### src/rtl/knap_pkg.sv
package knap_pkg;

  localparam int unsigned WEIGHT_W = 10;
  localparam int unsigned VALUE_W  = 16;
  localparam int unsigned CAP_W    = 10;
  localparam int unsigned BEST_W   = 32;

  localparam logic [CAP_W-1:0] CAPACITY_RESET = 10'd1023;

  // register word indexes on the APB port
  localparam logic REG_CAPACITY = 1'b0;

  typedef struct packed {
    logic [WEIGHT_W-1:0] item_weight;
    logic [VALUE_W-1:0]  item_value;
    logic                last_item;
  } in_item_t;

  typedef struct packed {
    logic [BEST_W-1:0] best_value;
    logic              saturated;
  } out_item_t;

  // per-entry control for the update stage
  typedef struct packed {
    logic upd;        // an entry is in the update stage
    logic fit;        // weight fits at this capacity
    logic last;       // item closes the problem
    logic hit_cap;    // entry is the reported capacity
    logic start;      // new item accepted
    logic done_step;  // entry is the final one of the sweep
  } sweep_ctl_t;

endpackage

### src/rtl/knap_cfg.sv
module knap_cfg (
  input  logic                      clk,
  input  logic                      rst_n,
  input  logic                      psel,
  input  logic                      penable,
  input  logic                      pwrite,
  input  logic [2:0]                paddr,
  input  logic [31:0]               pwdata,
  output logic [31:0]               prdata,
  output logic                      pready,
  output logic [knap_pkg::CAP_W-1:0] capacity
);

  logic [knap_pkg::CAP_W-1:0] capacity_r;
  logic [knap_pkg::CAP_W-1:0] capacity_nxt;
  logic                       wr_hit;

  assign pready = 1'b1;
  assign wr_hit = psel && penable && pwrite && (paddr[2] == knap_pkg::REG_CAPACITY);

  always_comb begin
    capacity_nxt = capacity_r;
    if (wr_hit) begin
      capacity_nxt = pwdata[knap_pkg::CAP_W-1:0];
    end
  end

  always_ff @(posedge clk) begin
    if (!rst_n) begin
      capacity_r <= knap_pkg::CAPACITY_RESET;
    end else begin
      capacity_r <= capacity_nxt;
    end
  end

  always_comb begin
    prdata = '0;
    if (paddr[2] == knap_pkg::REG_CAPACITY) begin
      prdata = {{(32 - knap_pkg::CAP_W){1'b0}}, capacity_r};
    end
  end

  assign capacity = capacity_r;

endmodule

### config.mk
export PLATFORM = sky130hd
export DESIGN_NAME = knap_cfg
export DESIGN_NICKNAME = d
export VERILOG_FILES = /design/src/rtl/knap_pkg.sv /design/src/rtl/knap_cfg.sv
export SDC_FILE = /design/constraint.sdc
export NUM_CORES = 1
export LEC_CHECK = 0
export ABC_AREA = 1
export ABC_CLOCK_PERIOD_IN_PS = 1380
export BUFFER_PORTS_ARGS = -buffer_cell sky130_fd_sc_hd__buf_2
export CAP_MARGIN = 15
export CORE_MARGIN = 1
export CORE_UTILIZATION = 35
export CTS_BUF_LIST = sky130_fd_sc_hd__clkbuf_4
export CTS_CLUSTER_DIAMETER = 80
export CTS_CLUSTER_SIZE = 40
export DETAILED_ROUTE_END_ITERATION = 12
export PLACE_DENSITY = 0.95
export SYNTH_ARGS = -nofsm -noshare
export SYNTH_HDL_FRONTEND = slang
export SYNTH_SLANG_ARGS = --single-unit
export TNS_END_PERCENT = 1
### constraint.sdc
create_clock -name clk -period 1.38 [get_ports clk]
set_input_delay 0.069 -clock clk [delete_from_list [all_inputs] [get_ports clk]]
set_output_delay 0.069 -clock clk [all_outputs]
set_load 0.02 [all_outputs]
==> impl_metrics.env <==
export IMPL_critical_path_max_fanout=3
export IMPL_grt_pass1_wl_mm=1.83
export IMPL_coreArea_mm2=0.00173
export IMPL_clkSlewWorstSetupHoldPaths_ns=0.07
export IMPL_dieHeight_um=44.9
export IMPL_tns_ns=0
export IMPL_setup_violations=0
export IMPL_p_leak_nw=0.514
export IMPL_path_class="reg2out"
export IMPL_met3_usage_pct=4.40
export IMPL_wirelength_mm=1.16
export IMPL_rsz0062_at_grt="no"
export IMPL_io_pins=83
export IMPL_crit_path_start_kind="register"
export IMPL_skew_ns=0
export IMPL_htree_levels=1
export IMPL_track_usage_pct=13.1
export IMPL_syn2layout_area_growth_pct=18.4
export IMPL_avgSynthCellArea_um2=6.85
export IMPL_async_flop_share_pct=0
export IMPL_synth_edf_count=0
export IMPL_post_cts_buffers=0
export IMPL_drv_slew=0
export IMPL_overflow=0
export IMPL_largest_register_ffs=10
export IMPL_top_usage_layer="met2"
export IMPL_cts_hold_buffers=0
export IMPL_wl_per_cell_um=7.61
export IMPL_start_util_pct=37.3
export IMPL_vias=581
export IMPL_yosys_area_top_type="dfxtp_1"
export IMPL_cts_root_buffer="clkbuf_4"
export IMPL_num_fill_cells=210
export IMPL_gp_congestion=0.660
export IMPL_totalPowerFinal_mw=0.703
export IMPL_io_buffers=35
export IMPL_clock_path_buffers=2
export IMPL_synth_distinct_cells=12
export IMPL_fin_nets=169
export IMPL_period_minus_slack_ns=0.974
export IMPL_p_per_area_mw_per_mm2=921
export IMPL_grt_pass1_vias=424
export IMPL_synth_top_area_share_pct=31.1
export IMPL_status="finished, final reports clean"
export IMPL_yosysSeqAreaShare_pct=31.1
export IMPL_syn_inst=94
export IMPL_required_ns=1.31
export IMPL_synth_area_um2=644
export IMPL_hold_path_class="in2reg"
export IMPL_synth_most_common_cell="buf_4"
export IMPL_cts_tree="done"
export IMPL_synth_area_leaders="dfxtp_1 31%, buf_4 28%, nand3_1 16%, inv_1 7.0%, nand2_1 6.4%"
export IMPL_vias_per_cell=3.80
export IMPL_fmax_mhz=1030
export IMPL_final_util_pct=44.2
export IMPL_dieArea_mm2=0.00202
export IMPL_synthFlopType="dfxtp_1"
export IMPL_fin_hold_ws_ns=0.0438
export IMPL_final_hold_viol_count=0
export IMPL_critPathCaptureType="output pin"
export IMPL_multi_input_area_um2=278
export IMPL_antenna_cells=0
export IMPL_drc=0
export IMPL_ir_worst_vdd_mv=0.344
export IMPL_row_count=15
export IMPL_insertion_delay_ns=0.26
export IMPL_clkSinkCount=10
export IMPL_finalCritPeriodShare_pct=70.6
export IMPL_use_met1_pct=14.5
export IMPL_cp_arrival_ns=0.91
export IMPL_dpl_hpwl_um=915
export IMPL_drive_gt1_share_pct=32.0
export IMPL_cts_resized=0
export IMPL_dr_pass1_iters=3
export IMPL_synth_seq_cells=10
export IMPL_cap_viol_max_count=0
export IMPL_cts_inserted_buffers=3
export IMPL_seq_area_um2=200
export IMPL_ant_nets=0
export IMPL_grt_start_max_net_pins=12
export IMPL_die_w_um=44.9
export IMPL_first_iter_violations=10
export IMPL_yosys_warnings=0
export IMPL_synth_commonest_cells="24 x buf_4, 20 x nand3_1, 12 x inv_1"
export IMPL_antenna_found_initial=0
export IMPL_use_met2_pct=21.2
[metal layers]
layer  wire length, µm  vias up
li1                  -      307
met1               480      241
met2               567       33
met3               116        0
met4                 0        0
met5                 0        -
[stage by stage]
stage,std cells,instance area [µm²],setup WS [ns]
after floorplan,115,723,0.530
after global placement,149,737,0.446
after detailed placement,149,737,0.423
after CTS,153,763,0.394
after global routing,153,763,0.279
final,153,763,0.406
[path summary, 6_finish.rpt]
kind	startpoint	end	slack (ns)	cells after the start
worst min register to register	capacity[3]	capacity[3]	0.48	2
worst max-delay path	capacity[6]	prdata[6]	0.41	3
worst max register to register	capacity[7]	capacity[7]	0.82	2
worst min-delay path	pwdata[3]	capacity[3]	0.04	3
[area by class of cell]
class | instances | share of cell area (%)
multi-input cells | 66 | 36.4
flip-flops and latches | 10 | 26.2
repair buffers | 36 | 23.9
inverters | 12 | 5.90
well taps | 25 | 4.10
clock buffers | 3 | 2.95
clock inverters | 1 | 0.492
[report_power, final]
group | switching (mW) | internal, mW | total, mW
Clock | 0.100 | 0.104 | 0.205
Combinational | 0.141 | 0.0512 | 0.192
Sequential | 0.00701 | 0.299 | 0.306
[critical path, cell delays in order, from the launching register on]
cell and delay (ns):
dfxtp_1 0.36, inv_1 0.05, nor2_1 0.07, buf_2 0.16
[cell usage in the layout, fill, tap and decap left out]
master,count
inv_1,12
clkinv_1,1
dfxtp_1,10
nor2_2,1
nand3_1,20
buf_4,1
nor2_1,10
nand2_2,1
conb_1,23
nand2_1,11
clkbuf_4,3
buf_2,35
[kinds of logic after synthesis]
group         synth area share (%)
simple gates                  29.7
other cells                   1.17
flops                         31.1
buf+inv                       38.1
No activity file was read; power rests on OpenSTA's default activity.
