## src/rtl/knap_pkg.sv

```systemverilog
package knap_pkg;

  localparam int unsigned WEIGHT_W = 10;
  localparam int unsigned VALUE_W  = 16;
  localparam int unsigned CAP_W    = 10;
  localparam int unsigned BEST_W   = 32;

  localparam logic [CAP_W-1:0] CAPACITY_RESET = 10'd1023;

  // register word indexes on the APB port
  localparam logic REG_CAPACITY = 1'b0;

  typedef struct packed {
    logic [WEIGHT_W-1:0] item_weight;
    logic [VALUE_W-1:0]  item_value;
    logic                last_item;
  } in_item_t;

  typedef struct packed {
    logic [BEST_W-1:0] best_value;
    logic              saturated;
  } out_item_t;

  // per-entry control for the update stage
  typedef struct packed {
    logic upd;        // an entry is in the update stage
    logic fit;        // weight fits at this capacity
    logic last;       // item closes the problem
    logic hit_cap;    // entry is the reported capacity
    logic start;      // new item accepted
    logic done_step;  // entry is the final one of the sweep
  } sweep_ctl_t;

endpackage

```

## src/rtl/knap_dp.sv

```systemverilog
module knap_dp #(
  parameter int unsigned SUM_BITS = 32
) (
  input  logic                          clk,
  input  logic                          rst_n,
  input  knap_pkg::sweep_ctl_t          ctl,
  input  logic [knap_pkg::VALUE_W-1:0]  item_value,
  input  logic [SUM_BITS-1:0]           old_val,
  input  logic [SUM_BITS-1:0]           low_val,
  output logic [SUM_BITS-1:0]           wdata,
  output logic                          out_valid,
  output knap_pkg::out_item_t           out_item
);

  localparam int unsigned ADD_W = ((SUM_BITS > knap_pkg::VALUE_W) ?
                                   SUM_BITS : knap_pkg::VALUE_W) + 1;
  localparam logic [ADD_W-1:0] TOP = ADD_W'({SUM_BITS{1'b1}});

  logic [ADD_W-1:0]    sum;
  logic                sum_ovf;
  logic [SUM_BITS-1:0] cand;
  logic [SUM_BITS-1:0] new_val;
  logic                ovf_hit;
  logic [SUM_BITS-1:0] report_val;

  logic                sat_r;
  logic                sat_nxt;
  logic [SUM_BITS-1:0] cap_val_r;
  logic [SUM_BITS-1:0] cap_val_nxt;
  logic                out_valid_r;
  knap_pkg::out_item_t out_item_r;

  always_comb begin
    sum     = ADD_W'(item_value) + ADD_W'(low_val);
    sum_ovf = (sum > TOP);
    cand    = sum_ovf ? {SUM_BITS{1'b1}} : sum[SUM_BITS-1:0];
    new_val = (ctl.fit && (cand > old_val)) ? cand : old_val;
    // the closing sweep zeroes the row behind it
    wdata   = ctl.last ? '0 : new_val;
    ovf_hit = ctl.upd && ctl.fit && sum_ovf;
  end

  always_comb begin
    cap_val_nxt = cap_val_r;
    if (ctl.start) begin
      cap_val_nxt = '0;
    end else if (ctl.upd && ctl.hit_cap) begin
      cap_val_nxt = new_val;
    end
    report_val = (ctl.upd && ctl.hit_cap) ? new_val : cap_val_r;

    sat_nxt = sat_r;
    if (ctl.upd && ctl.done_step && ctl.last) begin
      sat_nxt = 1'b0;
    end else if (ovf_hit) begin
      sat_nxt = 1'b1;
    end
  end

  always_ff @(posedge clk) begin
    if (!rst_n) begin
      sat_r       <= 1'b0;
      out_valid_r <= 1'b0;
    end else begin
      sat_r       <= sat_nxt;
      out_valid_r <= ctl.upd && ctl.done_step && ctl.last;
    end
  end

  always_ff @(posedge clk) begin
    cap_val_r <= cap_val_nxt;
    if (ctl.upd && ctl.done_step) begin
      out_item_r.best_value <= 32'(report_val);
      out_item_r.saturated  <= sat_r || ovf_hit;
    end
  end

  assign out_valid = out_valid_r;
  assign out_item  = out_item_r;

endmodule

```

## config.mk

```make
export PLATFORM = sky130hd
export DESIGN_NAME = knap_dp
export DESIGN_NICKNAME = d
export VERILOG_FILES = /design/src/rtl/knap_pkg.sv /design/src/rtl/knap_dp.sv
export SDC_FILE = /design/constraint.sdc
export NUM_CORES = 1
export LEC_CHECK = 0
export ABC_AREA = 1
export BUFFER_PORTS_ARGS = -buffer_cell sky130_fd_sc_hd__buf_2
export CAP_MARGIN = 20
export CORE_MARGIN = 10
export CORE_UTILIZATION = 49
export DETAILED_ROUTE_END_ITERATION = 10
export GPL_TIMING_DRIVEN = 0
export PLACE_DENSITY = 0.78
export SLEW_MARGIN = 20
export SYNTH_ARGS = -nofsm -noshare
export SYNTH_HDL_FRONTEND = slang
export SYNTH_SLANG_ARGS = --single-unit
```

## constraint.sdc

```tcl
create_clock -name clk -period 3.7 [get_ports clk]
set_input_delay 0.555 -clock clk [delete_from_list [all_inputs] [get_ports clk]]
set_output_delay 0.555 -clock clk [all_outputs]
set_load 0.02 [all_outputs]
```

==> flow_metrics.env <==
export IMPL_status="finished with violations"
export IMPL_failed_checks="setup timing"
export IMPL_final_setup_worst_slack_ps=-1427
export IMPL_first_iter_violations=1288
export IMPL_cp_required_ps=3140
export IMPL_clock_skew_ps=8.719
export IMPL_critPathKind="in -> out"
export IMPL_drc_errors=0
export IMPL_h_tree_depth=3
export IMPL_clkTransAtPathRegs_ps=50
export IMPL_leakage_nw=4.809
export IMPL_final_nets=1242
export IMPL_coreArea_um2=11520
export IMPL_hold_path_cell_count=2
export IMPL_synthCells=896
export IMPL_clockRootBuffer="clkbuf_16"
export IMPL_synth_net_count=1033
export IMPL_crit_top_cell="nand2_2"
export IMPL_dpl_cell_area_um2=7214
export IMPL_worstReg2RegEnd="out_item[25]"
export IMPL_tightestPinTransition_ps=766.2
export IMPL_setup_viol_count_final=96
export IMPL_maxCapViolations=0
export IMPL_initial_core_util_pct=50.38
export IMPL_yosys_warnings=0
export IMPL_max_freq_mhz=195.1
export IMPL_routed_via_density=6.274
export IMPL_dp_cells=1191
export IMPL_finalCriticalPeriod_ps=5127
export IMPL_mostFrequentLayoutCell="nand2_1"
export IMPL_hp_start="ctl[1]"
export IMPL_ys_seq_elements=67
export IMPL_track_usage_pct=27.12
export IMPL_area_growth_pct=63.34
export IMPL_clock_path_buffers=2
export IMPL_avgSynthCellArea_um2=6.475
export IMPL_rsz0062_at_grt="yes"
export IMPL_grt_max_degree=35
export IMPL_irDropWorstVdd_mv=0.2801
export IMPL_design_area_um2=9477
export IMPL_cpMaxStageDelayCell="a21oi_1"
export IMPL_ys_types=36
export IMPL_min_to="cap_val_r[31]"
export IMPL_portBuffers=152
export IMPL_overflow=0
export IMPL_endpoint_kind="primary output"
export IMPL_finalHoldViolCount=0
export IMPL_arrival_ps=4570
export IMPL_cts_buffers_inserted=9
export IMPL_max_stage_delay_ps=500
export IMPL_die_area_um2=16590
export IMPL_routabilityCongestion=0.9197
export IMPL_crit_path_start="item_value[0]"
export IMPL_vias=7911
export IMPL_hold_class="in -> reg"
export IMPL_final_cell_count_no_fill=1261
export IMPL_die_width_um=128.8
export IMPL_place_hpwl_um=14570
export IMPL_rrSetupSlack_ps=2670
export IMPL_critPathTopFamily="simple AND/OR/NAND/NOR gates"
export IMPL_grt_pass1_vias=7119
export IMPL_layout_drive_gt1_share_pct=44.86
export IMPL_io_pins=154
export IMPL_row_count=39
export IMPL_cp_max_fo=7
export IMPL_grt_pass1_wl_um=36100
export IMPL_dr_pass1_iters=6
export IMPL_final_cell_mix="201 x nand2_1, 148 x inv_1, 120 x buf_2, 63 x nor2_1, 55 x nand3_1"
export IMPL_slew_headroom_pct=48.92
export IMPL_synth_seq_area_share_pct=28.81
export IMPL_worst_path_buf_inv=6
export IMPL_slew_viol_final=0
export IMPL_clk_insertion_delay_late_ps=350
export IMPL_netlist_area_um2=5802
export IMPL_routed_wl_um=29310
export IMPL_ant_nets=0
export IMPL_clkSinkCount=67
export IMPL_post_route_period_util_pct=138.6
export IMPL_total_power_mw=3.261
export IMPL_startpoint_type="input pin"
export IMPL_p_per_area_nw_per_um2=344.1
export IMPL_wl_per_cell_um=23.24
export IMPL_cts_tree="built"
export IMPL_ff2ff_path_depth=3
export IMPL_die_h_um=128.8
export IMPL_antenna_found_initial=5
export IMPL_r2r_start="cap_val_r[24]"
[logic make-up (layout without fill, tap and decap cells)]
kind of cell | after synthesis | count (layout) | share of synthesized area, %
other cells | 0 | 8 | 0
flops | 67 | 67 | 28.81
xor+xnor | 10 | 10 | 1.510
fa+ha+maj | 49 | 49 | 10.70
buf+inv | 179 | 393 | 12.57
compound gates | 77 | 77 | 7.483
simple gates | 514 | 514 | 38.93
[repair_timing]
| action | CTS | global route |
|---|---|---|
| hold buffers | 0 | 0 |
| endpoints found under the setup margin | 94 | 96 |
| pin swaps | 25 | 55 |
| gates resized for setup | 213 | 115 |
| cloned | 6 | 1 |
| setup buffers | 27 | 17 |
| endpoints found under the hold margin | 0 | 0 |
[registers in the layout, indices dropped and copies added, names as in the netlist]
register	flops
out_item	33
cap_val_r	32
out_valid	1
sat_r	1
[stage by stage]
step / setup TNS, ps / hold WS [ps] / util, % / worst slack, ps
4_1_cts: -17370 / 459.8 / 77.17 / -603.3
3_3_place_gp: -61130 / 477.6 / 62.64 / -1060
3_5_place_dp: -62970 / 482.4 / 62.65 / -1059
6_report: -79850 / 483.4 / 82.29 / -1427
5_1_grt: -83440 / 475.8 / 82.20 / -1436
2_1_floorplan: -7071 / 460.2 / - / -288.4
[where the power goes]
| part | leakage [nW] | internal [mW] | switching (mW) |
|---|---|---|---|
| registers | 0.596 | 0.832 | 0.0152 |
| clock network | 0.173 | 0.678 | 0.354 |
| logic | 4.04 | 0.523 | 0.858 |
| total | 4.81 | 2.03 | 1.23 |
[how the worst max path moves through the flow]
stage / to / slack (ps) / cells after the start
after global routing: wdata[12] / -1440 / 25
after detailed placement: wdata[12] / -1060 / 20
after floorplan: wdata[12] / -290 / 23
after global placement: wdata[12] / -1060 / 20
after CTS: wdata[19] / -600 / 26
final: wdata[12] / -1430 / 25
[cell type report]
type / instances / area [µm²]
well taps: 143 / 178.9
repair buffers: 200 / 1485
fillers: 575 / 2039
multi-input cells: 650 / 4995
plain buffers: 20 / 185.2
inverters: 157 / 589.3
flip-flops and latches: 67 / 1672
diodes: 8 / 20.02
clock buffers: 10 / 239.0
clock inverters: 6 / 112.6
[cells in the mapped netlist]
cell type / n / area share, %
ha_1: 48 / 10
nand3_2: 3 / 0.52
buf_1: 2 / 0.13
o21ai_0: 3 / 0.26
a21boi_1: 1 / 0.13
inv_2: 5 / 0.32
nand2_2: 15 / 1.6
nand2_4: 2 / 0.39
clkbuf_1: 9 / 0.58
nor2_2: 8 / 0.86
o21ai_2: 5 / 0.75
a21oi_4: 1 / 0.28
nor3_1: 7 / 0.60
dfxtp_1: 34 / 12
xor2_1: 1 / 0.15
a21o_1: 1 / 0.13
or2_2: 22 / 2.4
clkinv_1: 1 / 0.065
nand3b_1: 4 / 0.52
nand3_1: 91 / 7.8
a21oi_1: 54 / 4.7
buf_6: 7 / 1.4
and3_1: 2 / 0.22
nor3_2: 4 / 0.69
o21a_1: 2 / 0.26
a21oi_2: 1 / 0.15
edfxtp_1: 33 / 17
nand2_1: 284 / 18
xnor2_1: 9 / 1.4
buf_2: 4 / 0.35
a41o_1: 1 / 0.17
nor2_1: 66 / 4.3
o21ai_1: 8 / 0.69
nand4_1: 6 / 0.65
inv_1: 151 / 9.8
fa_1: 1 / 0.35
[per-layer routing]
layer | wire length, µm | track usage [%] | part of all wire, % | vias up
met2 | 12610 | 44.87 | 43 | 816
met3 | 3984 | 5.667 | 14 | 317
met4 | 2884 | 17.46 | 9.8 | 2
met1 | 9812 | 31.38 | 33 | 3523
li1 | - | - | - | 3253
met5 | 11 | 0 | 0.038 | -
(Power assumes the default switching activity.)
